===== src/hdl/rtp_pkg.sv =====
// ----------------------------------------------------------------------------
// rtp_pkg
// Shared types and constants of the RTP reorder buffer.
// ----------------------------------------------------------------------------
package rtp_pkg;

  localparam int SLOTS_DEFAULT = 64;
  localparam int MAX_RESULTS   = 64;
  localparam int CNT_W         = $clog2(MAX_RESULTS + 1);

  localparam logic [6:0] PT_RESET  = 7'd111;
  localparam logic [5:0] GAP_RESET = 6'd50;
  localparam logic [4:0] HDR_BYTES = 5'd12;

  typedef enum logic [0:0] {
    REG_PAYLOAD_TYPE = 1'b0,
    REG_MAX_GAP      = 1'b1
  } reg_idx_t;

  typedef enum logic [2:0] {
    ACT_PLAY      = 3'd0,
    ACT_QUEUE     = 3'd1,
    ACT_DROP      = 3'd2,
    ACT_IGNORE    = 3'd3,
    ACT_MALFORMED = 3'd4
  } action_t;

  typedef struct packed {
    logic [7:0]  header_byte0;
    logic [7:0]  header_byte1;
    logic [15:0] sequence_req;
    logic [15:0] extension_words;
    logic [10:0] packet_length;
    logic [7:0]  packet_handle;
  } in_item_t;

  typedef struct packed {
    action_t     action;
    logic [15:0] out_sequence;
    logic [7:0]  out_handle;
    logic [18:0] payload_offset;
    logic [10:0] payload_length;
    logic        last;
  } out_item_t;

  // classified packet handed from front to back; kind is PLAY for a good packet
  typedef struct packed {
    action_t     kind;
    logic [15:0] seq;
    logic [7:0]  handle;
    logic [18:0] offset;
    logic [10:0] length;
  } cls_t;

  typedef struct packed {
    logic [7:0]  handle;
    logic [18:0] offset;
    logic [10:0] length;
  } slot_t;

endpackage


===== src/hdl/rtp_reorder_buffer.sv =====
// ----------------------------------------------------------------------------
// rtp_reorder_buffer
// RTP jitter reorder buffer: releases packet descriptors in sequence order.
// ----------------------------------------------------------------------------
// Input queue: packet is transferred when push is high and full is low. The
// intake stage computes payload offset/length and checks type and length,
// then parks the packet in a two-entry queue, so up to two packets are taken
// while the sequencer is busy.
// Result queue: while empty is low the oldest result is on result; it is
// transferred when pop is high. A stalled receiver holds the result register
// and the sequencer waits; intake keeps filling its queue until full.
// Order: an ignored, malformed or dropped packet goes from the intake queue
// straight to the result register; a played or queued packet passes the hold
// register first. Each stored successor drained afterwards takes a slot RAM
// read, then a result, up to 64 results per packet.
// Config: cfg_we writes cfg_data to register cfg_index (0 payload type,
// 1 max gap); the user writes only while idle, the block does not enforce it.
// Reset (rst, synchronous) clears the queues, the started flag, the last
// played sequence and all slot valid bits; registers return to 111 and 50.
// SLOTS must be a power of two.
// ----------------------------------------------------------------------------
module rtp_reorder_buffer #(
  parameter int SLOTS = rtp_pkg::SLOTS_DEFAULT
) (
  input  logic               clk,
  input  logic               rst,
  input  logic               push,
  output logic               full,
  input  rtp_pkg::in_item_t  packet,
  output logic               empty,
  input  logic               pop,
  output rtp_pkg::out_item_t result,
  input  logic               cfg_we,
  input  logic [0:0]         cfg_index,
  input  logic [6:0]         cfg_data
);
  import rtp_pkg::*;

  logic [6:0] payload_type;
  logic [5:0] max_gap;
  logic       q_valid;
  cls_t       q_entry;
  logic       q_pop;

  always_ff @(posedge clk) begin
    if (rst) begin
      payload_type <= PT_RESET;
      max_gap      <= GAP_RESET;
    end else if (cfg_we) begin
      case (cfg_index)
        REG_PAYLOAD_TYPE: payload_type <= cfg_data;
        REG_MAX_GAP:      max_gap      <= cfg_data[5:0];
        default: begin
        end
      endcase
    end
  end

  rtp_front u_front (
    .clk         (clk),
    .rst         (rst),
    .push        (push),
    .full        (full),
    .packet      (packet),
    .payload_type(payload_type),
    .q_valid     (q_valid),
    .q_entry     (q_entry),
    .q_pop       (q_pop)
  );

  rtp_back #(
    .SLOTS(SLOTS)
  ) u_back (
    .clk    (clk),
    .rst    (rst),
    .max_gap(max_gap),
    .q_valid(q_valid),
    .q_entry(q_entry),
    .q_pop  (q_pop),
    .empty  (empty),
    .pop    (pop),
    .result (result)
  );

endmodule


===== src/hdl/rtp_ram.sv =====
// ----------------------------------------------------------------------------
// rtp_ram
// Generic single write port, single read port RAM with registered read.
// ----------------------------------------------------------------------------
module rtp_ram #(
  parameter int WIDTH = 8,
  parameter int DEPTH = 16
) (
  input  logic                     clk,
  input  logic                     we,
  input  logic [$clog2(DEPTH)-1:0] waddr,
  input  logic [WIDTH-1:0]         wdata,
  input  logic                     re,
  input  logic [$clog2(DEPTH)-1:0] raddr,
  output logic [WIDTH-1:0]         rdata
);

  logic [WIDTH-1:0] mem [DEPTH];

  always_ff @(posedge clk) begin
    if (we) begin
      mem[waddr] <= wdata;
    end
    if (re) begin
      rdata <= mem[raddr];
    end
  end

endmodule


===== src/hdl/rtp_front.sv =====
// ----------------------------------------------------------------------------
// rtp_front
// Packet intake: payload offset/length, type and length checks, and a
// two-entry queue toward the sequencing logic.
// ----------------------------------------------------------------------------
module rtp_front (
  input  logic              clk,
  input  logic              rst,
  input  logic              push,
  output logic              full,
  input  rtp_pkg::in_item_t packet,
  input  logic [6:0]        payload_type,
  output logic              q_valid,
  output rtp_pkg::cls_t     q_entry,
  input  logic              q_pop
);
  import rtp_pkg::*;

  cls_t        entries [2];
  logic        wr_ptr;
  logic        rd_ptr;
  logic [1:0]  count;
  cls_t        cls;
  logic [18:0] off;
  logic [18:0] ext_bytes;
  logic        xfer_in;

  always_comb begin
    ext_bytes = {1'b0, packet.extension_words, 2'b00} + 19'd4;
    off = 19'(HDR_BYTES) + 19'({packet.header_byte0[3:0], 2'b00});
    if (packet.header_byte0[4]) begin
      off = off + ext_bytes;
    end
    cls.seq    = packet.sequence_req;
    cls.handle = packet.packet_handle;
    if (packet.header_byte1[6:0] != payload_type) begin
      cls.kind   = ACT_IGNORE;
      cls.offset = '0;
      cls.length = '0;
    end else if (off > 19'(packet.packet_length)) begin
      cls.kind   = ACT_MALFORMED;
      cls.offset = off;
      cls.length = '0;
    end else begin
      cls.kind   = ACT_PLAY;
      cls.offset = off;
      cls.length = packet.packet_length - off[10:0];
    end
  end

  assign full    = count[1];
  assign xfer_in = push && !full;
  assign q_valid = count != 2'd0;
  assign q_entry = entries[rd_ptr];

  always_ff @(posedge clk) begin
    if (xfer_in) begin
      entries[wr_ptr] <= cls;
    end
    if (rst) begin
      wr_ptr <= 1'b0;
      rd_ptr <= 1'b0;
      count  <= 2'd0;
    end else begin
      if (xfer_in) begin
        wr_ptr <= !wr_ptr;
      end
      if (q_pop) begin
        rd_ptr <= !rd_ptr;
      end
      count <= count + 2'(xfer_in) - 2'(q_pop);
    end
  end

endmodule


===== src/hdl/rtp_back.sv =====
// ----------------------------------------------------------------------------
// rtp_back
// Sequencing: play/queue/drop decision, slot table, in-order drain walk and
// the result register.
// ----------------------------------------------------------------------------
module rtp_back #(
  parameter int SLOTS = rtp_pkg::SLOTS_DEFAULT
) (
  input  logic               clk,
  input  logic               rst,
  input  logic [5:0]         max_gap,
  input  logic               q_valid,
  input  rtp_pkg::cls_t      q_entry,
  output logic               q_pop,
  output logic               empty,
  input  logic               pop,
  output rtp_pkg::out_item_t result
);
  import rtp_pkg::*;

  localparam int SW = $clog2(SLOTS);

  typedef enum logic [2:0] {
    S_IDLE  = 3'b001,
    S_CHECK = 3'b010,
    S_READ  = 3'b100
  } state_t;

  state_t          state;
  logic            started;
  logic [15:0]     last_played;
  logic [SLOTS-1:0] valid;
  logic [CNT_W-1:0] n;
  cls_t            hold;
  logic            res_valid;
  out_item_t       res;

  logic            emit_ok;
  logic            res_load;
  logic [15:0]     seq_dist;
  logic [SW-1:0]   slot;
  logic [15:0]     nxt;
  logic [SW-1:0]   nslot;
  logic            more;
  logic            go_play;
  logic            go_queue;
  logic            ram_we;
  logic            ram_re;
  slot_t           ram_wdata;
  slot_t           ram_rdata;

  // SLOTS is a power of two: the slot is the low sequence bits
  assign seq_dist = q_entry.seq - last_played;
  assign slot     = q_entry.seq[SW-1:0];
  assign nxt      = last_played + 16'd1;
  assign nslot    = nxt[SW-1:0];
  assign more     = valid[nslot] && (n < CNT_W'(MAX_RESULTS));
  assign emit_ok  = !res_valid || pop;

  assign go_play  = (q_entry.kind == ACT_PLAY) && (!started || seq_dist == 16'd1);
  assign go_queue = (q_entry.kind == ACT_PLAY) && !go_play && seq_dist != 16'd0 &&
                    seq_dist <= 16'(max_gap) && seq_dist <= 16'(SLOTS - 1) &&
                    !valid[slot];

  // result register loads on a single-result packet or on each walk step
  assign res_load = emit_ok &&
                    ((state == S_IDLE && q_valid && !go_play && !go_queue) ||
                     state == S_CHECK);

  always_comb begin
    q_pop = 1'b0;
    if (state == S_IDLE && q_valid) begin
      q_pop = go_play || go_queue || emit_ok;
    end
  end

  assign ram_we    = (state == S_IDLE) && q_valid && go_queue;
  assign ram_wdata = '{handle: q_entry.handle, offset: q_entry.offset,
                       length: q_entry.length};
  assign ram_re    = (state == S_CHECK) && emit_ok && more;

  rtp_ram #(
    .WIDTH($bits(slot_t)),
    .DEPTH(SLOTS)
  ) u_slots (
    .clk  (clk),
    .we   (ram_we),
    .waddr(slot),
    .wdata(ram_wdata),
    .re   (ram_re),
    .raddr(nslot),
    .rdata(ram_rdata)
  );

  assign empty  = !res_valid;
  assign result = res;

  always_ff @(posedge clk) begin
    if (rst) begin
      state       <= S_IDLE;
      started     <= 1'b0;
      last_played <= '0;
      valid       <= '0;
      n           <= '0;
      res_valid   <= 1'b0;
    end else begin
      res_valid <= res_load || (res_valid && !pop);
      case (state)
        S_IDLE: begin
          if (q_valid) begin
            if (go_play) begin
              started      <= 1'b1;
              last_played  <= q_entry.seq;
              valid[slot]  <= 1'b0;
              hold         <= q_entry;
              n            <= CNT_W'(1);
              state        <= S_CHECK;
            end else if (go_queue) begin
              valid[slot]  <= 1'b1;
              hold         <= '{kind: ACT_QUEUE, seq: q_entry.seq, handle: q_entry.handle,
                                offset: q_entry.offset, length: q_entry.length};
              n            <= CNT_W'(1);
              state        <= S_CHECK;
            end else if (emit_ok) begin
              res.action         <= (q_entry.kind == ACT_PLAY) ? ACT_DROP : q_entry.kind;
              res.out_sequence   <= q_entry.seq;
              res.out_handle     <= q_entry.handle;
              res.payload_offset <= q_entry.offset;
              res.payload_length <= q_entry.length;
              res.last           <= 1'b1;
            end
          end
        end
        S_CHECK: begin
          if (emit_ok) begin
            res.action         <= hold.kind;
            res.out_sequence   <= hold.seq;
            res.out_handle     <= hold.handle;
            res.payload_offset <= hold.offset;
            res.payload_length <= hold.length;
            res.last           <= !more;
            state              <= more ? S_READ : S_IDLE;
          end
        end
        S_READ: begin
          hold.kind    <= ACT_PLAY;
          hold.seq     <= nxt;
          hold.handle  <= ram_rdata.handle;
          hold.offset  <= ram_rdata.offset;
          hold.length  <= ram_rdata.length;
          valid[nslot] <= 1'b0;
          last_played  <= nxt;
          n            <= n + CNT_W'(1);
          state        <= S_CHECK;
        end
        default: begin
          state <= S_IDLE;
        end
      endcase
    end
  end

endmodule


===== config.mk =====
export PLATFORM = sky130hd
export DESIGN_NAME = rtp_reorder_buffer
export DESIGN_NICKNAME = d
export VERILOG_FILES = /design/src/hdl/rtp_pkg.sv /design/src/hdl/rtp_reorder_buffer.sv /design/src/hdl/rtp_ram.sv /design/src/hdl/rtp_front.sv /design/src/hdl/rtp_back.sv
export SDC_FILE = /design/constraint.sdc
export NUM_CORES = 2
export LEC_CHECK = 0
export BUFFER_PORTS_ARGS = -buffer_cell sky130_fd_sc_hd__clkbuf_2
export CORE_MARGIN = 4
export CORE_UTILIZATION = 31
export DETAILED_ROUTE_END_ITERATION = 10
export HOLD_SLACK_MARGIN = 0.08
export PLACE_DENSITY_LB_ADDON = 0.3
export SYNTH_ARGS = -nofsm -noshare
export SYNTH_HDL_FRONTEND = slang
export SYNTH_SLANG_ARGS = --single-unit

===== constraint.sdc =====
create_clock -name clk -period 11.1 [get_ports clk]
set_clock_uncertainty 0.05 [all_clocks]
set_input_delay 1.665 -clock clk [delete_from_list [all_inputs] [get_ports clk]]
set_output_delay 1.665 -clock clk [all_outputs]
set_load 0.01 [all_outputs]

# Yosys cells after proc, flatten, opt, wreduce, memory -nomap -nowiden
# Memory sizes are Yosys's and may differ from the RTL's. A register that Yosys moved wholly into a read port is not among the register bits.
# Index checks and enable logic that the tools add are counted.
# W data, S select, Z words.
# totals
input_bits	80
output_inout_bits	60
mem_bits_rw	2546
memories	2
word_cells	155
register_bits	224
# op_classes
n_eq_ne	12
n_addsub	9
bitwise_logic	7
n_reduce_logical	47
mux	48
magnitude_cmp	8
# memory_table
name	depth	word_bits	rd	rd_ports_with_merged_regs	wr	line	source
u_back.u_slots.mem	64	38	1	1	1	rtp_ram.sv:18	logic [WIDTH-1:0] mem [DEPTH];
u_front.entries	2	57	1	1	1	rtp_front.sv:19	cls_t entries [2];
# op_table
operator	count
$mux W58	5
$mux W64	3
$mux W57	3
$and A64 B64 Y64	2
$not A64 Y64	2
$pmux W64 S2	1
$pmux W58 S2	1
$pmux W57 S2	1
$or A64 B64 Y64	1
$mux W16	2
$pmux W16 S2	1
$mux W30	1
$mux W3	8
$mux W7	3
$add A18 B3 Y19 const B	1
$add A19 B19 Y19	1
$gt A19 B11 Y1	1
$mux W19	1
$logic_and A1 B1 Y1	18
$add A16 B1 Y16 const B	1
$eq A16 B1 Y1 const B	1
$le A16 B6 Y1	1
$le A16 B6 Y1 const B	1
$reduce_bool A16 Y1	1
31 further kinds	70

# Logic depth before layout (Yosys ltp)
# depth
word_depth	15
depth_mapped	23
mapped_depth_nobuf	21

# Hierarchy
# A second synthesis with hierarchy kept.
# unflattened
hier_cells	6038
hier_area_um2	112589.2
# by_module_without_submodules
module	seq_area_each_um2	cells_each	instances	area_each_um2
rtp_ram	74171.1	3989	1	93319.5
rtp_back	5295.1	1578	1	13036.3
rtp_front	3343.2	414	1	5677.9
rtp_reorder_buffer	260.2	57	1	555.5

# Worst setup path after synthesis
# OpenSTA, ideal clock, no wires.
# synth_path
path_kind	register to register
start	register with a tool-made name
end	memory u_back.u_slots.mem[32][0] (netlist bit) (enable)
required_ps	10574
path_slack_ps	3860
period_less_slack_ps	7240
arrival_time_ps	6713
path_buffers	6
stages_incl_launch_ff	18
setup_time_ps	476
path_cell_list	dfxtp_1 buf_2 buf_2 buf_1 buf_1 mux2_2 ha_1 a21oi_1 o21ai_0 a311oi_1 a21oi_1 a21boi_0 and4_1 nand2_1 or3_1 buf_2 clkbuf_1 nor3_1
# synth_rtl
element	line
end, declared	rtp_ram.sv:18

==> results.py <==
metrics = {
    "status": {
        "status": "complete, no violations",
    },
    "global_routing": {
        "antenna_found_initial": 12,
        "grt_max_degree": 108,
        "grt.total_usage_pct": 18.3,
        "overflow": 0,
        "grt_pass1_vias": 58500,
        "use_met3_pct": 3.75,
        "grt_first_pass_wirelength_um": 450000,
        "met2_usage_pct": 28.9,
        "busiest_layer": "met2",
        "use_met1_pct": 25.4,
    },
    "floorplanning": {
        "die_w_um": 580,
        "initial_utilization_pct": 31.2,
        "ios": 140,
        "rows": 209,
        "dieArea_mm2": 0.337,
        "die_h_um": 580,
        "core-area_mm2": 0.325,
    },
    "yosys": {
        "ys_types": 75,
        "async_flop_share_pct": 0,
        "ys_seq_area_share_pct": 77.8,
        "syn_area_mm2": 0.102,
        "synth_edf_count": 2559,
        "syn_avg_cell_area_um2": 16.5,
        "synth_warnings": 0,
        "synth_seq_cells": 2669,
        "syn_inst": 6165,
        "ys.flop_type": "edfxtp_1",
    },
    "sta": {
        "worst_pin_slew_ns": 1.39,
        "relSlewSlack_pct": 6.63,
        "finalHoldViolations": 0,
        "setup_violations": 0,
        "fin_crit_sh_pct": 68.1,
        "finalSetupTns_ns": 0,
        "timing.fmax_mhz": 132,
        "period_needed_ns": 7.56,
        "slew_violations": 0,
        "rsz0062_at_grt": "false",
    },
    "clocking": {
        "clock_latency_ns": 0.94,
        "cts.sinks": 2669,
        "cts-hold-fix-buffers": 0,
        "htreeDepth": 5,
        "cts.clk_slew.worst_paths_ns": 0.06,
        "clk_path_buf_depth": 4,
        "root_buffer": "clkbuf_16",
        "post-cts-setup-buffers": 0,
        "numCtsBuffers": 294,
        "ctsResizeCount": 0,
        "cts_tree": "done",
    },
    "setup_path": {
        "cp_slowest_stage_delay_ns": 1.08,
        "required_ns": 11.59,
        "cp_data_arrival_time_ns": 8.05,
        "critPathLaunchType": "register",
        "crit_buf_inv": 3,
        "crit_path_end_kind": "register",
        "crit_type": "reg2reg",
        "path_max_fanout": 70,
        "worstPathCellList": "mux2_4, inv_2, ha_1, fa_1, nand2b_1, a21oi_1, xor2_1, a2111o_1, o21ai_0, nor4_1, nand4b_1, or3_2, buf_4, nand2b_1, nor2_4, buf_4",
        "crit_family": "simple AND/OR/NAND/NOR gates",
        "worst_path_max_delay_cell": "nor2_4",
    },
    "job": {
        "cap_viol_max_count": 0,
    },
    "cells_and_area": {
        "drive_above_1_share_pct": 13.1,
        "area_growth_pct": 15.1,
        "nets": 6534,
    },
    "power": {
        "irDropWorstVdd_v": 0.000166,
        "powerDensity_mw_per_mm2": 207,
        "p_leak_nw": 36.5,
        "power.total_w": 0.0242,
    },
    "routing": {
        "vias_per_cell": 5.60,
        "vias": 61200,
        "drt_first_pass_iters": 6,
        "drc": 0,
        "wire_per_inst_um": 29.5,
        "detail-route-antenna-nets": 0,
        "wl_um": 322000,
        "drt-initial-drc-count": 7786,
    },
    "place": {
        "dp_hpwl_um": 170000,
        "place.port_buffers": 133,
        "gp_congestion": 0.827,
    },
    "hold_path": {
        "min_path_type": "reg2reg",
    },
}
==> final cells by class <==
class | count | area, um2
Antenna cell | 3 | 7.51
Clock buffer | 352 | 7680
Clock inverter | 143 | 1130
Fill cell | 30400 | 208000
Inverter | 141 | 529
Multi-Input combinational cell | 2954 | 20800
Sequential cell | 2669 | 79000
Tap cell | 4325 | 5410
Timing Repair Buffer | 337 | 2320
==> cell usage in the layout (no fill, tap or decap), types with 26 or more instances in the layout <==
cell and count:
nand3_1 41, clkbuf_2 133, a21oi_1 201, or3_1 54, clkbuf_1 52, a22o_1 367, inv_1 77, nor4_1 70
a311oi_1 26, clkinv_1 78, a31oi_1 310, xnor2_1 38, inv_2 47, o31a_1 28, ha_1 55, o31ai_1 52
clkbuf_16 298, a22oi_1 581, buf_4 194, nand2_1 201, mux2i_1 65, dfxtp_1 109, clkinv_2 46, nor2_1 260
o21ai_0 76, a221oi_1 215, edfxtp_1 2559
==> cell usage after synthesis (14+ instances only) <==
cell type	number	area, um2
mux2_2	23	259
a31oi_1	311	1950
edfxtp_1	2559	76800
nor2_1	280	1050
nand3_1	45	225
xnor2_1	39	342
o31ai_1	52	390
a221oi_1	215	1880
nor4_1	73	457
mux2i_1	65	651
nand4_1	14	87.6
o21a_1	19	143
or3_1	55	344
nor3_1	32	160
o21ai_0	76	380
buf_1	34	128
dfxtp_1	110	2200
clkbuf_1	360	1350
a22oi_1	581	4360
a311oi_1	26	228
o31a_1	28	245
nand2_1	206	773
a22o_1	367	3210
nand2b_1	14	87.6
inv_1	138	518
ha_1	55	688
a21oi_1	201	1010
xor2_1	17	149
==> logic make-up after synthesis <==
group	Yosys count	synth area share, %
flops	2669	77.8
compound gates	1960	14.3
simple gates	779	3.55
buf+inv	545	2.05
mux	98	1.10
fa+ha+maj	57	0.717
xor+xnor	56	0.483
other cells	1	0.00369
==> sequential cells by signal, summed over array words and instances (netlist names), named ones only <==
signal and flops:
u_back.u_slots.mem 2304, u_front.entries 108, u_back.result 56, u_back.hold 55, u_back.u_slots.rdata 36, u_back.last_played 16
payload_type 7, u_back.n 7, max_gap 6, u_back.state 3, u_front.count 2, u_back.res_valid 1
u_back.started 1, u_front.rd_ptr 1, u_front.wr_ptr 1
==> final timing paths <==
| check | startpoint | to | slack (ns) | depth (start not counted) |
|---|---|---|---|---|
| worst max-delay path | register | u_back.u_slots.mem[6][32]$_DFFE_PP_ | 3.54 | 16 |
| worst min-delay path | payload_type[6]$_SDFFE_PP1P_ | payload_type[6]$_SDFFE_PP1P_ | 0.43 | 2 |
| worst max register to register | register | u_back.u_slots.mem[6][32]$_DFFE_PP_ | 3.54 | 16 |
| worst min register to register | payload_type[6]$_SDFFE_PP1P_ | payload_type[6]$_SDFFE_PP1P_ | 0.43 | 2 |
==> worst reg2reg max path, delay by kind of cell, from the launching register on <==
kind / cells / cell delay (ns)
simple gates: 6 / 3.23
buf+inv: 3 / 1.27
flops: 1 / 0.73
fa+ha+maj: 2 / 0.71
compound gates: 3 / 0.49
mux: 1 / 0.46
xor+xnor: 1 / 0.27
==> report_power, final <==
group | leakage [nW] | internal (W) | total, W | switching [W]
Clock | 4.31 | 0.00528 | 0.00910 | 0.00383
Combinational | 8.07 | 0.000776 | 0.00307 | 0.00229
Sequential | 24.1 | 0.0119 | 0.0120 | 0.0000795
Total | 36.5 | 0.0180 | 0.0242 | 0.00620
==> layer usage <==
metal  wire length (um)  part of all wire, %  vias to the layer above
li1                   -                    -                    25800
met1             134000                   42                    31700
met2             148000                   46                     3183
met3              30000                  9.3                      514
met4              10300                  3.2                        0
met5                  0                    0                        -
==> per-stage QoR <==
step	area, um2	setup WS [ns]	instances	utilization, %	hold slack, ns
6_report	117000	3.54	10900	35.9	0.429
5_1_grt	117000	3.30	10900	35.9	0.451
2_1_floorplan	102000	3.86	6168	-	0.386
4_1_cts	117000	3.65	10900	35.9	0.429
3_5_place_dp	108000	3.65	10400	33.2	0.414
3_3_place_gp	108000	3.70	10400	33.2	0.410
No activity file was read; power rests on OpenSTA's default activity.
